`src/design/esd_pkg.sv`:
```
// Package for the escape sequence decoder: phase type, result packet,
// character constants and the small character classification functions.
package esd_pkg;

	// Result packet limits: up to four result beats per input beat
	localparam int unsigned MAX_RESULTS = 4;
	localparam int unsigned IDX_W = $clog2(MAX_RESULTS);
	localparam int unsigned CNT_W = $clog2(MAX_RESULTS + 1);

	// Default depth of the queue between front and back
	localparam int unsigned QUEUE_DEPTH = 2;

	localparam logic [7:0] BSLASH = 8'h5C;
	localparam logic [7:0] SMALL_X = 8'h78;
	localparam logic [7:0] BIG_X = 8'h58;

	typedef enum logic [1:0] {
		PH_PLAIN = 2'd0,
		PH_ESC = 2'd1,
		PH_HEX1 = 2'd2,
		PH_HEX2 = 2'd3
	} esd_phase_t;

	// All result beats caused by one input beat
	typedef struct packed {
		logic [MAX_RESULTS-1:0][7:0] bytes;
		logic [IDX_W-1:0] last_idx;
		logic bare;
		logic eos;
	} esd_pkt_t;

	function automatic logic is_hex(input logic [7:0] c);
		return (c >= "0" && c <= "9") || (c >= "a" && c <= "f") ||
			(c >= "A" && c <= "F");
	endfunction

	// Value of a hex digit; letters sit at 0x41 or 0x61, so low nibble plus 9
	function automatic logic [3:0] hex_value(input logic [7:0] c);
		return c[6] ? (c[3:0] + 4'd9) : c[3:0];
	endfunction

	// Map a simple escape letter; bit 8 flags a hit
	function automatic logic [8:0] esc_lookup(input logic [7:0] c);
		logic [8:0] r;
		r = '0;
		unique case (c)
			BSLASH: r = {1'b1, BSLASH};
			"a": r = {1'b1, 8'h07};
			"b": r = {1'b1, 8'h08};
			"c": r = {1'b1, 8'h01};
			"f": r = {1'b1, 8'h0C};
			"n": r = {1'b1, 8'h0A};
			"t": r = {1'b1, 8'h09};
			"v": r = {1'b1, 8'h0B};
			default: r = '0;
		endcase
		return r;
	endfunction

endpackage

```
`src/design/esd_front.sv`:
```
// Front end of the escape sequence decoder: tracks the decode phase and
// builds the result packet for each input beat. Uses esd_pkg.
module esd_front (
	input  logic             clk,
	input  logic             arst_n,
	input  logic             accept,
	input  logic [7:0]       char_in,
	input  logic             last_in,
	output logic             push,
	output esd_pkg::esd_pkt_t pkt
);
	import esd_pkg::*;

	esd_phase_t phase_q, phase_mid, phase_d;
	logic [7:0] held_q, held_mid, held_d;
	logic c_hex;

	assign c_hex = is_hex(char_in);

	// Phase after the byte itself, before the end-of-string flush
	always_comb begin
		phase_mid = phase_q;
		held_mid = held_q;
		unique case (phase_q)
			PH_PLAIN: begin
				if (char_in == BSLASH) phase_mid = PH_ESC;
			end
			PH_ESC: begin
				phase_mid = (char_in == SMALL_X || char_in == BIG_X) ? PH_HEX1 : PH_PLAIN;
			end
			PH_HEX1: begin
				if (c_hex) begin
					held_mid = char_in;
					phase_mid = PH_HEX2;
				end else begin
					phase_mid = (char_in == BSLASH) ? PH_ESC : PH_PLAIN;
				end
			end
			PH_HEX2: begin
				held_mid = '0;
				phase_mid = (!c_hex && char_in == BSLASH) ? PH_ESC : PH_PLAIN;
			end
		endcase
	end

	// Next state: the last byte of a string returns to plain text
	always_comb begin
		phase_d = last_in ? PH_PLAIN : phase_mid;
		held_d = last_in ? 8'h00 : held_mid;
	end

	always_ff @(posedge clk or negedge arst_n) begin
		if (!arst_n) begin
			phase_q <= PH_PLAIN;
			held_q <= '0;
		end else if (accept) begin
			phase_q <= phase_d;
			held_q <= held_d;
		end
	end

	// Outputs: collect the result bytes for this beat in order
	always_comb begin
		logic [MAX_RESULTS-1:0][7:0] bytes;
		logic [CNT_W-1:0] n;
		logic [8:0] esc;
		bytes = '0;
		n = '0;
		esc = esc_lookup(char_in);
		unique case (phase_q)
			PH_PLAIN: begin
				if (char_in != BSLASH) begin
					bytes[n[IDX_W-1:0]] = char_in;
					n = n + 1'b1;
				end
			end
			PH_ESC: begin
				if (esc[8]) begin
					bytes[n[IDX_W-1:0]] = esc[7:0];
					n = n + 1'b1;
				end
			end
			PH_HEX1: begin
				if (!c_hex) begin
					bytes[n[IDX_W-1:0]] = BSLASH;
					n = n + 1'b1;
					bytes[n[IDX_W-1:0]] = SMALL_X;
					n = n + 1'b1;
					if (char_in != BSLASH) begin
						bytes[n[IDX_W-1:0]] = char_in;
						n = n + 1'b1;
					end
				end
			end
			PH_HEX2: begin
				if (c_hex) begin
					bytes[n[IDX_W-1:0]] = {hex_value(held_q), hex_value(char_in)};
					n = n + 1'b1;
				end else begin
					// held digit is a hex digit, so it always passes through
					bytes[n[IDX_W-1:0]] = BSLASH;
					n = n + 1'b1;
					bytes[n[IDX_W-1:0]] = SMALL_X;
					n = n + 1'b1;
					bytes[n[IDX_W-1:0]] = held_q;
					n = n + 1'b1;
					if (char_in != BSLASH) begin
						bytes[n[IDX_W-1:0]] = char_in;
						n = n + 1'b1;
					end
				end
			end
		endcase

		// Flush an open escape at the end of the string
		if (last_in) begin
			unique case (phase_mid)
				PH_PLAIN: begin
				end
				PH_ESC: begin
					bytes[n[IDX_W-1:0]] = BSLASH;
					n = n + 1'b1;
				end
				PH_HEX1: begin
					bytes[n[IDX_W-1:0]] = BSLASH;
					n = n + 1'b1;
					bytes[n[IDX_W-1:0]] = SMALL_X;
					n = n + 1'b1;
				end
				PH_HEX2: begin
					bytes[n[IDX_W-1:0]] = BSLASH;
					n = n + 1'b1;
					bytes[n[IDX_W-1:0]] = SMALL_X;
					n = n + 1'b1;
					bytes[n[IDX_W-1:0]] = held_mid;
					n = n + 1'b1;
				end
			endcase
		end

		pkt.bytes = bytes;
		pkt.bare = last_in && (n == '0);
		pkt.eos = last_in;
		pkt.last_idx = (n == '0) ? '0 : IDX_W'(n - 1'b1);
		push = accept && ((n != '0) || last_in);
	end

endmodule

```
`src/design/esd_queue.sv`:
```
// Short packet queue between the decoder front and back.
// Uses esd_pkg for the packet type.
module esd_queue #(
	parameter int unsigned DEPTH = esd_pkg::QUEUE_DEPTH
) (
	input  logic             clk,
	input  logic             arst_n,
	input  logic             push,
	input  esd_pkg::esd_pkt_t push_pkt,
	output logic             ready,
	input  logic             pop,
	output logic             head_valid,
	output esd_pkg::esd_pkt_t head_pkt
);
	import esd_pkg::*;

	localparam int unsigned PW = $clog2(DEPTH);
	localparam int unsigned CW = $clog2(DEPTH + 1);

	esd_pkt_t slots_q [DEPTH];
	logic [PW-1:0] wr_ptr_q, rd_ptr_q;
	logic [CW-1:0] count_q;

	assign ready = (count_q != CW'(DEPTH));
	assign head_valid = (count_q != '0);
	assign head_pkt = slots_q[rd_ptr_q];

	// Store a packet on push
	always_ff @(posedge clk) begin
		if (push) slots_q[wr_ptr_q] <= push_pkt;
	end

	// Advance pointers and occupancy
	always_ff @(posedge clk or negedge arst_n) begin
		if (!arst_n) begin
			wr_ptr_q <= '0;
			rd_ptr_q <= '0;
			count_q <= '0;
		end else begin
			if (push) wr_ptr_q <= (wr_ptr_q == PW'(DEPTH - 1)) ? '0 : wr_ptr_q + 1'b1;
			if (pop) rd_ptr_q <= (rd_ptr_q == PW'(DEPTH - 1)) ? '0 : rd_ptr_q + 1'b1;
			if (push && !pop) count_q <= count_q + 1'b1;
			else if (pop && !push) count_q <= count_q - 1'b1;
		end
	end

endmodule

```
`src/design/esd_back.sv`:
```
// Back end of the escape sequence decoder: sends the packet at the head
// of the queue one result beat at a time. Uses esd_pkg.
module esd_back (
	input  logic             clk,
	input  logic             arst_n,
	input  logic             head_valid,
	input  esd_pkg::esd_pkt_t head_pkt,
	output logic             pop,
	output logic             out_valid,
	input  logic             out_ready,
	output logic [7:0]       char_out,
	output logic             char_valid,
	output logic             end_of_string
);
	import esd_pkg::*;

	logic [IDX_W-1:0] idx_q;
	logic at_last;

	assign at_last = (idx_q == head_pkt.last_idx);
	assign out_valid = head_valid;
	assign char_out = head_pkt.bytes[idx_q];
	assign char_valid = !head_pkt.bare;
	assign end_of_string = head_pkt.eos && at_last;
	assign pop = out_valid && out_ready && at_last;

	// Step through the packet; drop it after its last beat
	always_ff @(posedge clk or negedge arst_n) begin
		if (!arst_n) begin
			idx_q <= '0;
		end else if (out_valid && out_ready) begin
			idx_q <= at_last ? '0 : idx_q + 1'b1;
		end
	end

endmodule

```
`src/design/escape_sequence_decoder_top.sv`:
```
// Backslash escape decoder for a byte stream.
//
// Input channel (in_valid/in_ready): one source byte per beat in char_in,
// with last_in set on the final byte of a string.
// Output channel (out_valid/out_ready): one decoded byte per beat in
// char_out with char_valid; end_of_string marks the last result caused by
// the final byte, and a bare end marker has char_valid low.
// Results of an input beat are registered in the queue on the way out.
// Throughput: one input beat per cycle while out_ready is high and each
// byte yields at most one result; a byte yielding k results holds the
// output for k beats, as the result serializer sends one beat per cycle.
// The front decodes each byte in its cycle and writes a packet of up to
// four results into a QDEPTH-entry queue; the back drains it.
// Reset clears the decode phase to plain text and empties the queue.
// When the receiver stalls, the queue fills and in_ready drops until the
// back frees an entry.
// Uses esd_pkg, esd_front, esd_queue and esd_back.
module escape_sequence_decoder_top #(
	parameter int unsigned QDEPTH = esd_pkg::QUEUE_DEPTH
) (
	input  logic       clk,
	input  logic       arst_n,
	input  logic       in_valid,
	output logic       in_ready,
	input  logic [7:0] char_in,
	input  logic       last_in,
	output logic       out_valid,
	input  logic       out_ready,
	output logic [7:0] char_out,
	output logic       char_valid,
	output logic       end_of_string
);
	import esd_pkg::*;

	esd_pkt_t push_pkt, head_pkt;
	logic push, pop, head_valid, accept;

	assign accept = in_valid && in_ready;

	esd_front u_front (
		.clk     (clk),
		.arst_n  (arst_n),
		.accept  (accept),
		.char_in (char_in),
		.last_in (last_in),
		.push    (push),
		.pkt     (push_pkt)
	);

	esd_queue #(
		.DEPTH (QDEPTH)
	) u_queue (
		.clk        (clk),
		.arst_n     (arst_n),
		.push       (push),
		.push_pkt   (push_pkt),
		.ready      (in_ready),
		.pop        (pop),
		.head_valid (head_valid),
		.head_pkt   (head_pkt)
	);

	esd_back u_back (
		.clk           (clk),
		.arst_n        (arst_n),
		.head_valid    (head_valid),
		.head_pkt      (head_pkt),
		.pop           (pop),
		.out_valid     (out_valid),
		.out_ready     (out_ready),
		.char_out      (char_out),
		.char_valid    (char_valid),
		.end_of_string (end_of_string)
	);

endmodule

```
`config.mk`:
```
export PLATFORM = sky130hd
export DESIGN_NAME = escape_sequence_decoder_top
export DESIGN_NICKNAME = d
export VERILOG_FILES = /design/src/design/esd_pkg.sv /design/src/design/esd_front.sv /design/src/design/esd_queue.sv /design/src/design/esd_back.sv /design/src/design/escape_sequence_decoder_top.sv
export SDC_FILE = /design/constraint.sdc
export NUM_CORES = 1
export LEC_CHECK = 0
export BUFFER_PORTS_ARGS = -buffer_cell sky130_fd_sc_hd__buf_2
export CAP_MARGIN = 0
export CORE_MARGIN = 2
export CORE_UTILIZATION = 30
export DETAILED_ROUTE_END_ITERATION = 6
export SLEW_MARGIN = 10
export SYNTH_ARGS = -nofsm -noshare
export SYNTH_HDL_FRONTEND = slang
export SYNTH_HIERARCHICAL = 1
export SYNTH_SLANG_ARGS = --single-unit
```
`constraint.sdc`:
```
create_clock -name clk -period 3.7 [get_ports clk]
set_input_delay 0.74 -clock clk [delete_from_list [all_inputs] [get_ports clk]]
set_output_delay 0.74 -clock clk [all_outputs]
set_load 0.005 [all_outputs]
```
==> results <==
- The run finished with clean final reports.
- sky130_fd_sc_hd__edfxtp_1 takes more of the synthesized area than any other cell.
- The standard cell area after detailed placement is 6290 sq um.
- For the pin with the worst max-slew slack, the measured transition is 1.09 ns.
- The total of buffers placed on input and output ports is 24.
- The width of the die is 141 microns.
- Among all stages on the critical path, the largest delay is contributed by sky130_fd_sc_hd__o311ai_0.
- The worst ir drop on vdd is 0.217 mV.
- Summing every instance area after synthesis gives 5630 sq um.
- In the finished design, the share of the clock period the worst path needs comes to 94.3%.
- The predominant post-synthesis flop cell is sky130_fd_sc_hd__edfxtp_1.
- In the post-synthesis netlist, the biggest area contributors are sky130_fd_sc_hd__edfxtp_1, sky130_fd_sc_hd__mux2_4, sky130_fd_sc_hd__dfrtp_1.
- The number of global-route vias before repair is 4241.
- The worst setup path is captured at a register.
- Summed over all nets, the half-perimeter wirelength after detailed placement is 11.5 mm.
- The clock slew seen by the registers of the worst setup and hold paths is 0.06 ns.
- The worst path buffer plus inverter count is 4.
- The gate count after technology mapping is 486.
- Compared with the post-synthesis result, the final layout area differs by 16.3%.
- Including well taps, the total number of placed cells is 773.
- In this run the static leakage power is 0.00244 uW.
- The area of the placeable core is 18600 sq um.
- Grouping stages by cell kind, the critical path spends the most delay in compound AO/OA/AOI/OAI gates.
- After synthesis the netlist holds a flip-flop and latch count of 88.
- The diode insertion count for antenna repair is 0.
- The final antenna-violating net count is 0.
- Across the whole layout, storage elements account for 2560 sq um.
- In the final routed layout, each cell accounts on average for 19.6 microns.
- The congestion estimate from routability-driven global placement came to 0.998.
- The layout net count is 577.
- Excluding fillers, the count of instances in the completed layout stands at 788.
- The depth of the CTS H-tree is 3.
- The worst setup path category is input port to register.
- The number of buffers inserted for hold repair after clock tree synthesis is 0.
- The tightest min-delay check is of the input port to asynchronous set/reset pin type.
- The ratio of total power to cell area is 542 nW/um^2.
- Once layout is complete, the utilization of the core stands at 35.3%.
- The share of async-settable or async-resettable flops after synthesis is 18.2%.
- The largest net degree at the start of global routing is 37.
- The count of flip-flops with a built-in enable after synthesis is 72.
- The finished cells cover 6550 sq um.
- CTS saw 88 sinks.
- The Yosys step of the flow raised 6 warnings.
- The setup skew after layout is 0.00389 ns.
- The critical path goes through buf_2, inv_1, ha_1, or3b_1, and3_1, o311ai_2, o211ai_2, inv_1, ha_2, buf_4, nand2_1, o311ai_0.
- The clock passes through at most 2 buffers.
- The initial cell density of the core is 30.3%.
- The via count is 4297.
- The number of antenna violations at the first check in global routing came to 0.
- The arrival time at the worst endpoint is 3.55 ns.
- After floorplanning, the core was divided into 50 placement rows.
- Based on the critical path, the design can be clocked at up to 0.286 GHz.
- The filler cells instantiated in the layout total 1787.
- The average footprint of a synthesized cell is 11.6 sq um.
- The number of different library cells used by synthesis comes to 79.
- Max-cap violations in this run came to 0.
- The number of design rule violations left after detail routing is 0.
- The largest single stage delay on the critical path is 0.60 ns.
- The per-cell via count in the routed design is 5.45.
- The routed design has 15.5 mm of wire.
- The share of Yosys cell area claimed by the top area cell type is 38.4%.
- The number of max-slew violations in the final report is 0.
- The worst setup path is launched from an input port.
- The first detailed-routing pass took 5 iterations.
- Along the worst path, the maximum fanout reaches 14.
- The data required time at the worst endpoint is 3.76 ns.
- The vertical die dimension is 141 microns.
- The post-route netlist has 30.9% of its cells at a drive strength greater than 1.
- The wire length of the first global-routing pass is 24.1 mm.
- TritonCTS built the clock tree.
- In the global route stage, overall resource usage came out at 15.9%.
- The clock latency at the later pin of the worst-skew pair is 0.35 ns.
- After layout, the design draws a total of 3550 uW.
- In this design, the critical path's most frequently occurring cell is sky130_fd_sc_hd__inv_1.
- The final global-route overflow total is 0.
- The iteration-0 DRC count of the detailed router is 452.
- The register area share after synthesis is 45.5%.
- The tree is rooted in a sky130_fd_sc_hd__clkbuf_16.
- The die area is 19900 sq um.
- Setup repair after global routing left no endpoint under its margin.
- The number of buffers inserted during clock tree synthesis is 9.
- The final hold violation count was 0.
- The post-CTS repair timing setup buffer count is 0.
- The number of top-level pins is 25.
- In the final layout, the multi-input gates occupy 2730 sq um.
- Gates resized during post-CTS repair numbered 0.
- Setup violations remaining at the end of the flow were counted as 0.
- The worst relative slew slack is 27.0%.
- The number of nets produced by synthesis is 513.
- The clock period minus final worst setup slack is 3.49 ns.
cells in the final DEF (no fill, tap or decap), drive strengths merged, types with 16 or more instances in the layout:
master,n
buf,88
edfxtp,72
mux2,37
nand2,30
nor2,28
a21oi,26
inv,25
o21ai,21
o22ai,19
nand3,17
dfrtp,16
metal layers:
layer | track usage [%] | wire, microns | up-vias
met4 | 8.63 | 528 | 0
met2 | 24.3 | 7030 | 182
met1 | 20.8 | 6650 | 2084
li1 | - | - | 1987
met5 | 0 | 0 | -
met3 | 4.08 | 1250 | 44
registers in the layout (all words and copies together), names as in the netlist:
name and cells:
u_queue/slots_q 72, u_front/held_q 8, u_back/idx_q 2, u_front/phase_q 2, u_queue/count_q 2, u_queue/rd_ptr_q 1, u_queue/wr_ptr_q 1
worst reg2reg max path: cells and delay by family, from the launching register on:
kind	cells	cell delay, ns
simple gates	2	1.18
flops	1	0.76
compound gates	3	0.38
buf+inv	1	0.18
final cells by class:
class / instances / share of cell area, %
multi-input combinational: 339 / 41.7
sequential: 88 / 39.1
clock inverter: 5 / 0.497
inverter: 24 / 1.38
clock buffer: 10 / 3.50
tap: 234 / 4.47
timing repair buffer: 88 / 9.36
synthesized netlist by cell type, types with 6 or more instances:
library cell and count:
sky130_fd_sc_hd__nor2_1 28, sky130_fd_sc_hd__a21oi_1 24, sky130_fd_sc_hd__dfrtp_1 16, sky130_fd_sc_hd__a31oi_1 8, sky130_fd_sc_hd__xor2_1 8, sky130_fd_sc_hd__inv_1 24
sky130_fd_sc_hd__buf_2 8, sky130_fd_sc_hd__edfxtp_1 72, sky130_fd_sc_hd__mux2_4 29, sky130_fd_sc_hd__nand2_1 30, sky130_fd_sc_hd__nand3_1 16, sky130_fd_sc_hd__ha_1 14
sky130_fd_sc_hd__clkbuf_1 11, sky130_fd_sc_hd__o22ai_1 18, sky130_fd_sc_hd__o21ai_0 18, sky130_fd_sc_hd__a22oi_1 10, sky130_fd_sc_hd__o211ai_1 6, sky130_fd_sc_hd__nor3_1 10
sky130_fd_sc_hd__mux2_2 8
power by group:
group          switching (uW)  leakage (uW)  total [uW]  internal (uW)
Sequential                197      0.000892        1530           1330
Combinational             531       0.00142        1200            668
Clock                     370      0.000132         821            451
Total                    1100       0.00244        3550           2450
final timing paths:
path | from | to | slack, ns | depth (start not counted)
max | char_in[1] | u_queue/slots_q[0][9] | 0.21 | 12
min | arst_n | u_front/held_q[5] | 0.32 | 1
max reg2reg | u_front/phase_q[0] | u_queue/slots_q[0][35] | 0.79 | 6
min reg2reg | u_queue/count_q[1] | u_queue/count_q[1] | 0.49 | 1
max in group asynchronous | arst_n | u_queue/rd_ptr_q | 3.05 | 1
min in group clk | u_queue/count_q[1] | u_queue/count_q[1] | 0.49 | 1
cell families after synthesis:
logic type	after synthesis	synth area share, %
and+or+nand+nor	123	11.3
adders and majority gates	14	3.11
muxes	48	13.3
AOI/OAI and AO/OA	141	18.6
other	1	0.0666
DFF	88	45.5
buffers and inverters	59	6.33
xor gates and xnor gates	12	1.87
per-stage QoR:
stage	setup WS [ns]	setup TNS (ns)	hold slack, ns
floorplan	0.00382	0	0.444
global placement	-0.0779	-3.19	0.477
detailed placement	-0.167	-6.87	0.478
CTS	0.208	0	0.332
global route	0.0231	0	0.357
finish	0.209	0	0.323
No activity file was read; power rests on OpenSTA's default activity.
